`src/sv/hsrl_pkg.sv`:
```
// hsrl_pkg: shared types and constants for the heading/speed rate limiter.
// Used by hsrl_div and heading_speed_rate_limiter. No dependencies.
package hsrl_pkg;

  localparam int unsigned COURSE_FULL = 92160;
  localparam int unsigned COURSE_HALF = 46080;
  // 1 knot = 463/900 m/s; Q8.8 scaling folds in as 463/230400 = (463/1024)/225
  localparam int unsigned KNOT_NUM    = 463;
  // ceil(2^38/225) split in 16-bit halves; exact floor(y/225) for y < 2^30
  localparam int unsigned RECIP_HI    = 18641;
  localparam int unsigned RECIP_LO    = 23011;

  localparam int unsigned DIVD_W = 40;
  localparam int unsigned DIVS_W = 18;
  localparam int unsigned CNT_W  = 6;

  localparam logic [2:0] REG_UPDATE_DELAY   = 3'd0;
  localparam logic [2:0] REG_SNAP_THRESHOLD = 3'd1;
  localparam logic [2:0] REG_ACCEL_RATE     = 3'd2;
  localparam logic [2:0] REG_BASE_TURN_RATE = 3'd3;
  localparam logic [2:0] REG_FULL_RATE_ZONE = 3'd4;

  typedef struct packed {
    logic              start;
    logic [DIVD_W-1:0] dividend;
    logic [DIVS_W-1:0] divisor;
  } div_req_t;

  typedef enum logic [11:0] {
    S_IDLE  = 12'b000000000001,
    S_TURN  = 12'b000000000010,
    S_MUL1  = 12'b000000000100,
    S_MUL2  = 12'b000000001000,
    S_REC1  = 12'b000000010000,
    S_REC2  = 12'b000000100000,
    S_MUL3  = 12'b000001000000,
    S_DIV   = 12'b000010000000,
    S_MUL4  = 12'b000100000000,
    S_APPLY = 12'b001000000000,
    S_SPEED = 12'b010000000000,
    S_DONE  = 12'b100000000000
  } state_t;

endpackage

```
`src/sv/heading_speed_rate_limiter.sv`:
```
// Heading and speed rate limiter: one shared multiplier and divider under a sequencer.
// Depends on hsrl_pkg and hsrl_div.
// A turn that computes a step runs the multiply steps and one divide on hsrl_div; when
// the turn timer holds or the course snaps, the sequencer goes straight to the speed step.
// in_tready is high only while idle, so one request is handled at a time, and a
// stalled result holds the sequencer until the output register frees.
// Synchronous active-low reset clears state, timers and output valid; config regs
// return to their defaults.
module heading_speed_rate_limiter (
  input  logic        clk,
  input  logic        rst_n,
  input  logic        in_tvalid,
  output logic        in_tready,
  // [15:0] delta_time, [31:16] target_speed, [48:32] target_course, zero pad
  input  logic [55:0] in_tdata,
  output logic        out_tvalid,
  input  logic        out_tready,
  // [16:0] course_now, [32:17] speed_now, [33] moving, zero pad
  output logic [39:0] out_tdata,
  input  logic        cfg_we,
  input  logic [2:0]  cfg_index,
  input  logic [19:0] cfg_wdata
);
  import hsrl_pkg::*;

  logic [19:0] delay_r;
  logic [15:0] snap_r, accel_r, btr_r, zone_r;

  state_t state_r;
  logic [20:0] turn_tmr_r, speed_tmr_r;
  logic signed [15:0] speed_r;
  logic [16:0] course_r;

  logic [15:0] dt_r;
  logic signed [15:0] tspd_r;
  logic [16:0] tc_r;
  logic signed [18:0] err_r;
  logic [15:0] m_r;
  logic [32:0] prod_r;
  logic [29:0] rec_lo_r;
  logic [22:0] rate_r;
  logic [15:0] step_r;

  logic        out_valid_r;
  logic [16:0] out_course_r;
  logic [15:0] out_speed_r;

  // shared multiplier
  logic [32:0] mul_a;
  logic [15:0] mul_b;
  logic [48:0] mul_p;
  logic [44:0] rec_sum;

  div_req_t    dreq;
  logic        ddone;
  logic [DIVD_W-1:0] dquo;

  hsrl_div u_div (
    .clk      (clk),
    .rst_n    (rst_n),
    .req      (dreq),
    .done     (ddone),
    .quotient (dquo)
  );

  logic [16:0] spd_mag;
  logic [15:0] zone_eff;
  logic [16:0] tc_in;
  logic [21:0] turn_sum, speed_sum;
  logic signed [18:0] err_raw, err_w;
  logic [16:0] aerr;
  logic [22:0] step_raw;
  logic signed [18:0] course_sum;
  logic        positive;
  logic signed [17:0] sdiff, sp_up, sp_dn;
  logic [17:0] sdiff_mag;

  assign spd_mag  = speed_r[15] ? 17'(-$signed({speed_r[15], speed_r})) : {1'b0, speed_r};
  assign zone_eff = (zone_r == 16'd0) ? 16'd1 : zone_r;
  assign tc_in    = (in_tdata[48:32] >= 17'(COURSE_FULL)) ?
                    17'(in_tdata[48:32] - 17'(COURSE_FULL)) : in_tdata[48:32];
  assign turn_sum  = {1'b0, turn_tmr_r} + {6'd0, dt_r};
  assign speed_sum = {1'b0, speed_tmr_r} + {6'd0, dt_r};

  always_comb begin
    err_raw = $signed({2'b00, tc_r}) - $signed({2'b00, course_r});
    err_w   = err_raw;
    if (err_raw > 19'sd46080) err_w = err_raw - 19'sd92160;
    if (err_raw < -19'sd46080) err_w = err_raw + 19'sd92160;
    aerr = err_w[18] ? 17'(-err_w) : err_w[16:0];
  end

  always_comb begin
    unique case (state_r)
      S_MUL1:  begin mul_a = {16'd0, spd_mag}; mul_b = btr_r; end
      S_MUL2:  begin mul_a = prod_r; mul_b = 16'(KNOT_NUM); end
      S_REC1:  begin mul_a = prod_r; mul_b = 16'(RECIP_LO); end
      S_REC2:  begin mul_a = prod_r; mul_b = 16'(RECIP_HI); end
      S_MUL3:  begin mul_a = {10'd0, rate_r}; mul_b = m_r; end
      S_MUL4:  begin mul_a = {10'd0, rate_r}; mul_b = dt_r; end
      S_SPEED: begin mul_a = {17'd0, accel_r}; mul_b = dt_r; end
      default: begin mul_a = '0; mul_b = '0; end
    endcase
    mul_p = mul_a * mul_b;
  end

  // y * ceil(2^38/225) from two 16-bit halves; upper half of the low product folds in
  assign rec_sum = mul_p[44:0] + {15'd0, rec_lo_r};

  always_comb begin
    dreq.start    = (state_r == S_MUL3);
    dreq.dividend = mul_p[DIVD_W-1:0];
    dreq.divisor  = {2'b00, zone_eff};
  end

  assign step_raw   = mul_p[38:16];
  assign positive   = (err_r > 0) == (speed_r >= 0);
  assign course_sum = positive ? $signed({2'b00, course_r}) + $signed({3'b000, step_r})
                               : $signed({2'b00, course_r}) - $signed({3'b000, step_r});
  assign sdiff      = 18'(tspd_r) - 18'(speed_r);
  assign sdiff_mag  = sdiff[17] ? 18'(-sdiff) : sdiff;
  assign sp_up      = 18'(speed_r) + $signed({2'b00, mul_p[31:16]});
  assign sp_dn      = 18'(speed_r) - $signed({2'b00, mul_p[31:16]});

  always_ff @(posedge clk) begin
    if (!rst_n) begin
      delay_r <= '0;
      snap_r  <= 16'd256;
      accel_r <= 16'd256;
      btr_r   <= 16'd256;
      zone_r  <= 16'd7680;
    end else if (cfg_we) begin
      unique case (cfg_index)
        REG_UPDATE_DELAY:   delay_r <= cfg_wdata;
        REG_SNAP_THRESHOLD: snap_r  <= cfg_wdata[15:0];
        REG_ACCEL_RATE:     accel_r <= cfg_wdata[15:0];
        REG_BASE_TURN_RATE: btr_r   <= cfg_wdata[15:0];
        REG_FULL_RATE_ZONE: zone_r  <= cfg_wdata[15:0];
        default: ;
      endcase
    end
  end

  always_ff @(posedge clk) begin
    if (!rst_n) begin
      state_r     <= S_IDLE;
      turn_tmr_r  <= '0;
      speed_tmr_r <= '0;
      speed_r     <= '0;
      course_r    <= '0;
      out_valid_r <= 1'b0;
    end else begin
      if (out_valid_r && out_tready && state_r != S_DONE) out_valid_r <= 1'b0;
      unique case (state_r)
        S_IDLE: begin
          if (in_tvalid) begin
            dt_r    <= in_tdata[15:0];
            tspd_r  <= in_tdata[31:16];
            tc_r    <= tc_in;
            state_r <= S_TURN;
          end
        end
        S_TURN: begin
          if (turn_sum < {2'b00, delay_r}) begin
            turn_tmr_r <= turn_sum[20:0];
            state_r    <= S_SPEED;
          end else begin
            turn_tmr_r <= '0;
            err_r      <= err_w;
            m_r        <= (aerr < {1'b0, zone_eff}) ? aerr[15:0] : zone_eff;
            if (aerr < {1'b0, snap_r}) begin
              course_r <= tc_r;
              state_r  <= S_SPEED;
            end else begin
              state_r <= S_MUL1;
            end
          end
        end
        S_MUL1: begin
          prod_r  <= mul_p[32:0];
          state_r <= S_MUL2;
        end
        S_MUL2: begin
          prod_r  <= mul_p[42:10];  // times 463/1024, below 2^30
          state_r <= S_REC1;
        end
        S_REC1: begin
          rec_lo_r <= mul_p[45:16];
          state_r  <= S_REC2;
        end
        S_REC2: begin
          rate_r  <= rec_sum[44:22];
          state_r <= S_MUL3;
        end
        S_MUL3: state_r <= S_DIV;
        S_DIV: begin
          if (ddone) begin
            rate_r  <= dquo[22:0];  // reused to hold the zone-scaled rate
            state_r <= S_MUL4;
          end
        end
        S_MUL4: begin
          step_r  <= (step_raw > 23'(COURSE_HALF)) ? 16'(COURSE_HALF) : step_raw[15:0];
          state_r <= S_APPLY;
        end
        S_APPLY: begin
          if (course_sum >= 19'sd92160) begin
            course_r <= 17'(course_sum - 19'sd92160);
          end else if (course_sum < 0) begin
            course_r <= 17'(course_sum + 19'sd92160);
          end else begin
            course_r <= course_sum[16:0];
          end
          state_r <= S_SPEED;
        end
        S_SPEED: begin
          if (speed_sum < {2'b00, delay_r}) begin
            speed_tmr_r <= speed_sum[20:0];
          end else begin
            speed_tmr_r <= '0;
            if (sdiff_mag < {2'b00, snap_r}) begin
              speed_r <= tspd_r;
            end else if (sdiff > 0) begin
              speed_r <= (sp_up > 18'(tspd_r)) ? tspd_r : sp_up[15:0];
            end else begin
              speed_r <= (sp_dn < 18'(tspd_r)) ? tspd_r : sp_dn[15:0];
            end
          end
          state_r <= S_DONE;
        end
        S_DONE: begin
          if (!out_valid_r || out_tready) begin
            out_valid_r  <= 1'b1;
            out_course_r <= course_r;
            out_speed_r  <= speed_r;
            state_r      <= S_IDLE;
          end
        end
        default: state_r <= S_IDLE;
      endcase
    end
  end

  assign in_tready  = (state_r == S_IDLE);
  assign out_tvalid = out_valid_r;
  assign out_tdata  = {6'd0, (out_speed_r != 16'd0), out_speed_r, out_course_r};

endmodule

```
`src/sv/hsrl_div.sv`:
```
// hsrl_div: restoring divider, one quotient bit per cycle.
// Depends on hsrl_pkg.
module hsrl_div (
  input  logic                          clk,
  input  logic                          rst_n,
  input  hsrl_pkg::div_req_t            req,
  output logic                          done,
  output logic [hsrl_pkg::DIVD_W-1:0]   quotient
);
  import hsrl_pkg::*;

  logic [DIVS_W-1:0] rem_r, rem_nxt;
  logic [DIVS_W-1:0] dvs_r;
  logic [DIVD_W-1:0] quo_r, quo_nxt;
  logic [CNT_W-1:0]  cnt_r;
  logic              busy_r, done_r;
  logic [DIVS_W:0]   trial;
  logic              qbit;

  always_comb begin
    trial = {rem_r, quo_r[DIVD_W-1]};
    qbit  = (trial >= {1'b0, dvs_r});
    if (qbit) begin
      rem_nxt = DIVS_W'(trial - {1'b0, dvs_r});
    end else begin
      rem_nxt = trial[DIVS_W-1:0];
    end
    quo_nxt = {quo_r[DIVD_W-2:0], qbit};
  end

  always_ff @(posedge clk) begin
    if (!rst_n) begin
      busy_r <= 1'b0;
      done_r <= 1'b0;
      cnt_r  <= '0;
    end else begin
      done_r <= 1'b0;
      if (req.start) begin
        busy_r <= 1'b1;
        cnt_r  <= '0;
        rem_r  <= '0;
        quo_r  <= req.dividend;
        dvs_r  <= req.divisor;
      end else if (busy_r) begin
        rem_r <= rem_nxt;
        quo_r <= quo_nxt;
        cnt_r <= cnt_r + 1'b1;
        if (cnt_r == CNT_W'(DIVD_W - 1)) begin
          busy_r <= 1'b0;
          done_r <= 1'b1;
        end
      end
    end
  end

  assign done     = done_r;
  assign quotient = quo_r;

endmodule

```
`config.mk`:
```
export PLATFORM = sky130hd
export DESIGN_NAME = heading_speed_rate_limiter
export DESIGN_NICKNAME = d
export VERILOG_FILES = /design/src/sv/hsrl_pkg.sv /design/src/sv/heading_speed_rate_limiter.sv /design/src/sv/hsrl_div.sv
export SDC_FILE = /design/constraint.sdc
export NUM_CORES = 2
export LEC_CHECK = 0
export BUFFER_PORTS_ARGS = -buffer_cell sky130_fd_sc_hd__buf_2
export CAP_MARGIN = 0
export CORE_MARGIN = 2
export CORE_UTILIZATION = 29
export DETAILED_ROUTE_END_ITERATION = 6
export GPL_ROUTABILITY_DRIVEN = 0
export PLACE_DENSITY = 0.5
export SETUP_SLACK_MARGIN = 0.1
export SYNTH_ARGS = -nofsm -noshare
export SYNTH_HDL_FRONTEND = slang
export SYNTH_HIERARCHICAL = 1
export SYNTH_SLANG_ARGS = --single-unit
```
`constraint.sdc`:
```
create_clock -name clk -period 32 [get_ports clk]
set_clock_uncertainty 0.15 [all_clocks]
set_input_delay 6.4 -clock clk [delete_from_list [all_inputs] [get_ports clk]]
set_output_delay 6.4 -clock clk [all_outputs]
set_load 0.03 [all_outputs]
```
Word-level counts from Yosys, hierarchy flattened
Index checks and enable logic that the tools add are counted.

Logic and storage cells: 168. Flip-flop bits (word level): 473. Input bits: 84. Output and inout bits: 42.

$mul: 1. $add $sub $neg: 19. Bitwise logic cells: 4. Multiplexer cells: 42. Equal/unequal tests: 24. Reduce and logical (&&, ||, !) cells: 33. $lt $le $gt $ge: 17.

Operators with widths (count): 12-bit one-hot mux with 12 select lines (1); 33-bit one-hot mux with 4 select lines (1); 17-bit 2-to-1 mux (7); 16-bit 2-to-1 mux (6); 16-bit one-hot mux with 6 select lines (1); 40-bit 2-to-1 mux (2); 33-bit one-hot mux with 2 select lines (1); 19-bit 2-to-1 mux (3); 18-bit 2-to-1 mux (3); 33-bit by 16-bit multiplier with 46-bit output (1); 23-bit one-hot mux with 2 select lines (1); 45-bit by 30-bit adder with 45-bit output (1); 21-bit by 16-bit adder with 22-bit output (2); 22-bit by 20-bit less-than comparator with 1-bit output (2); 21-bit 2-to-1 mux (2); 18-bit by 16-bit less-than comparator with 1-bit output (2); 12-bit 2-to-1 mux (3); 17-bit by 16-bit less-than comparator with 1-bit output (2); 17-bit one-hot mux with 2 select lines (1); 17-bit subtractor, second input constant (2); 23-bit by 16-bit > comparator with 1-bit output, second input constant (1); 23-bit 2-to-1 mux (1); 11-bit 2-to-1 mux (2); 2-bit AND reduction (11); other kinds (56) (81).

Logic depth before layout (Yosys ltp)
Word-level depth: 10. Depth in mapped cells: 58. Depth with buffers taken out: 54.

By module
Netlist, hierarchy kept.

By module, submodules not included: heading_speed_rate_limiter (area each 43514.2 um^2, cells each 5054, seq. area each 10019.6 um^2, times used 1); hsrl_div (area each 4610.7 um^2, cells each 384, seq. area each 2442.3 um^2, times used 1).

Worst setup path after synthesis
OpenSTA, ideal clock, no wires.

Kind: reg-to-reg. From: register state_r[11]. To: register speed_r[4]. Cell stages (with the launch flop): 55. Library setup time: 0.115 ns. Buffers on the path: 7. Data required time: 31.735 ns. Clock period less this slack: 11.800 ns. Slack: 20.200 ns. Data arrival time: 11.536 ns. Path through: dfxtp_1 -> buf_2 -> or4_4 -> nor4_2 -> o21a_1 -> clkbuf_1 -> clkbuf_1 -> nand2_1 -> o211ai_1 -> clkbuf_1 -> nand2_1 -> fa_1 -> inv_1 -> fa_1 -> fa_1 -> fa_1 -> fa_1 -> inv_1 -> (+19 left out) -> o21a_1 -> nor4_1 -> nor3_1 -> a21oi_1 -> xnor2_1 -> ha_1 -> nand4_1 -> nor2_1 -> nand4_1 -> o21ai_0 -> mux2i_1 -> nor2_1 -> mux2i_1 -> and2_0 -> buf_2 -> buf_2 -> o22ai_1 -> o21a_1.

RTL lines: start: declaration (RTL line heading_speed_rate_limiter.sv:29) `state_t state_r;`; start signal: assignment (RTL line heading_speed_rate_limiter.sv:146) `state_r <= S_IDLE;`; start signal: assignment (RTL line heading_speed_rate_limiter.sv:160) `state_r <= S_TURN;`; start signal: assignment (RTL line heading_speed_rate_limiter.sv:166) `state_r <= S_SPEED;`; end signal: assignment (RTL line heading_speed_rate_limiter.sv:222) `speed_r <= tspd_r;`; end signal: assignment (RTL line heading_speed_rate_limiter.sv:224) `speed_r <= (sp_up > 18'(tspd_r)) ? tspd_r : sp_up[15:0];`; end signal: assignment (RTL line heading_speed_rate_limiter.sv:226) `speed_r <= (sp_dn < 18'(tspd_r)) ? tspd_r : sp_dn[15:0];`; end: declaration (RTL line heading_speed_rate_limiter.sv:31) `logic signed [15:0] speed_r;`.

==> flow_summary_export.csv <==
group,metric,value,unit
critical_path,end_kind,"flop",
sta,fin_setup_tns,0,ns
sta,setup_viol,0,
grt,grt_overflow,0,
critical_path,critPathSlowestCell,"nand4_1",
power_and_ir_drop,total_power,1.84,mW
min_path,hp-class,"flop to flop",
floorplanning,core_area,165000,um2
routing,drtAntennaViolNets,0,
critical_path,start_kind,"flop",
critical_path,max_stage_delay,0.75,ns
synth,yosys_most_used_dff,"edfxtp_1",
power_and_ir_drop,switchingPower,0.600,mW
finish,area_growth,10.4,%
clocking,clock_path_buffers,3,
grt,grt_max_degree,72,
critical_path,path_class,"flop to flop",
synth,ys_seq_area_share,25.9,%
place,portBuffers,112,
run_status,status,"complete, no violations",
routing,drtIter0Drc,3056,
routing,drc_errors,0,
synth,synth_enable_flop_cells,295,
critical_path,cp_max_fo,28,
synth,synthArstFlopShare,0,%
floorplanning,start_util,29.2,%
clocking,cts_tree,"built",
finish,design_area,53200,um2
power_and_ir_drop,comb_power_share,26.3,%
synth,synthTopCellsByCount,"nand2_1, inv_1, fa_1",
flow_run,cap_violations,0,
floorplanning,ios,126,
grt,grt_pass1_wl,242,mm
power_and_ir_drop,leakagePower,21.8,nW
synth,yosys.area.top_type,"edfxtp_1",
clocking,cts.sinks,475,
power_and_ir_drop,p_clk_share,36.5,%
synth,syn-cell-area,48100,um2
clocking,htree_num_levels,2,
synth,ys_ff_latch,475,
sta,period_share,45.5,%
power_and_ir_drop,pwr-share-seq,37.2,%
sta,finalCriticalPeriod,14.56,ns
critical_path,arrival,15.03,ns
place,placed_area,51300,um2
critical_path,cpMostUsedCell,"fa_1",
floorplanning,rows,149,
grt,antenna_found_initial,3,
routing,wl_per_cell,20.4,um
synth,synth_top_area_share,18.4,%
power_and_ir_drop,swShare,32.6,%
floorplanning,die_w,411,um
synth,synth.area.top_cells,"edfxtp_1, fa_1, ha_1, dfxtp_1, nand2_1",
clocking,cts_hold_buf,0,
finish,fillers,17307,
synth,synth_most_common_cell,"nand2_1",
sta,max_freq,68.7,MHz
floorplanning,die_h,411,um
routing,dr.pass1.iters,6,
clocking,root_buffer,"clkbuf_16",
synth,ys_types,110,
sta,slew_headroom,18.9,%
finish,drive_above_1_share,7.64,%
grt,grt_util_all_layers,18.5,%
routing,routed_via_density,5.12,
routing,vias,39544,
clocking,cts_buffers,56,
clocking,cts.reportedPaths.clkPinSlew,0.07,ns
power_and_ir_drop,p_int,1.24,mW
clocking,cts_setup_buffers,0,
sta,rsz0062_at_grt,"false",
clocking,worstSkewPairLatency,0.68,ns
synth,syn_avg_cell_area,8.85,um2
floorplanning,die_area,169000,um2
power_and_ir_drop,vdd_drop_max,0.0442,mV
sta,slew_viol_final,0,
synth,synth_cells,5438,
synth,yosysWarnings,6,
place,hpwl,124,mm
finish,nets,6412,
grt,grt_pass1_vias,39025,
clocking,cts-resized-gates,0,
critical_path,worstPathRequired,32.47,ns
sta,worstMarginPinSlew,1.19,ns
power_and_ir_drop,p_per_area,34.7,nW/um2
routing,wirelength,158,mm
sta,hold_viol_final,0,
==> metrics by stage <==
| stage | util, % | setup slack (ns) | std cells | hold slack (ns) |
|---|---|---|---|---|
| final | 32.3 | 17.44 | 7716 | 0.306 |
| after global routing | 32.2 | 16.69 | 7714 | 0.319 |
| after CTS | 32.2 | 17.51 | 7714 | 0.307 |
| after detailed placement | 31.1 | 17.56 | 7609 | 0.298 |
| after global placement | 31.1 | 17.64 | 7609 | 0.291 |
| after floorplan | - | 20.20 | 5480 | 0.286 |
==> cell usage in the layout, fill, tap and decap left out, types with 44 or more instances in the layout <==
cell,Yosys,final
dfxtp_1,180,180
nand4_1,55,55
a21oi_1,361,360
nor3_1,87,84
clkbuf_16,0,57
nand2_1,724,723
a21o_1,85,85
nand3_1,151,151
o21a_1,50,48
mux2_2,64,64
o21ai_0,187,186
xor2_1,55,55
edfxtp_1,295,295
buf_4,6,73
conb_1,2,44
a211oi_1,58,56
buf_2,13,112
fa_1,439,439
nor2_1,398,395
inv_1,720,720
and2_1,56,56
ha_1,411,411
xnor2_1,152,152
==> worst max-delay path: cells and delay by family (launching register included) <==
| kind | cells | cell delay, ns |
|---|---|---|
| and+or+nand+nor | 13 | 4.49 |
| AOI/OAI and AO/OA | 17 | 3.06 |
| DFF | 1 | 0.41 |
| buffers and inverters | 6 | 0.72 |
| xor gates and xnor gates | 2 | 0.28 |
| adders and majority gates | 10 | 4.42 |
| muxes | 3 | 0.90 |
==> worst paths after layout <==
check / start / to / slack, ns / cells past startpoint
setup / recovery: state_r[11]$_SDFFE_PN0P_ / speed_r[0]$_SDFFE_PN0P_ / 17.44 / 51
hold / removal: delay_r[19]$_SDFFE_PN0P_ / delay_r[19]$_SDFFE_PN0P_ / 0.31 / 2
setup reg to reg: state_r[11]$_SDFFE_PN0P_ / speed_r[0]$_SDFFE_PN0P_ / 17.44 / 51
hold reg to reg: delay_r[19]$_SDFFE_PN0P_ / delay_r[19]$_SDFFE_PN0P_ / 0.31 / 2
==> metal layers <==
layer	global-route usage, %	routed length, um
met5	0	13
met4	4.30	3820
met3	1.76	7810
met2	29.6	71600
met1	26.7	74400
==> kinds of logic (layout without fill, tap and decap cells) <==
| kind of cell | after synthesis | count (layout) | synth area share, % |
|---|---|---|---|
| and+or+nand+nor | 1723 | 1723 | 16.4 |
| xor gates and xnor gates | 209 | 209 | 3.83 |
| DFF | 475 | 475 | 25.9 |
| buffers and inverters | 968 | 1013 | 7.75 |
| muxes | 82 | 82 | 1.87 |
| adders and majority gates | 851 | 851 | 29.0 |
| other | 2 | 46 | 0.0156 |
| AOI/OAI and AO/OA | 1128 | 1128 | 15.3 |
==> layout make-up <==
type,count,area [um2],share of cell area (%)
diodes,2,5.00,0.00942
multi-input cells,4037,32200,60.6
repair buffers,185,1110,2.09
well taps,2189,2740,5.15
clock inverters,35,382,0.718
flip-flops and latches,475,12500,23.4
inverters,723,2720,5.11
clock buffers,70,1520,2.85
==> power by group through the flow <==
stage | combinational [mW] | clock [mW] | sequential (mW)
final | 0.485 | 0.672 | 0.685
after global routing | 0.539 | 0.710 | 0.685
after CTS | 0.483 | 0.688 | 0.684
after detailed placement | 0.478 | 0 | 0.698
after global placement | 0.474 | 0 | 0.698
after floorplan | 0.344 | 0 | 0.690
==> state kept, by name (all words and copies together) (netlist names), 17 cells and up <==
signal,cells
course_r,17
delay_r,20
err_r,19
out_course_r,17
prod_r,33
rate_r,23
rec_lo_r,30
speed_tmr_r,21
tc_r,17
turn_tmr_r,21
u_div/dvs_r,18
u_div/quotient,40
u_div/rem_r,18
(Power assumes the default switching activity.)
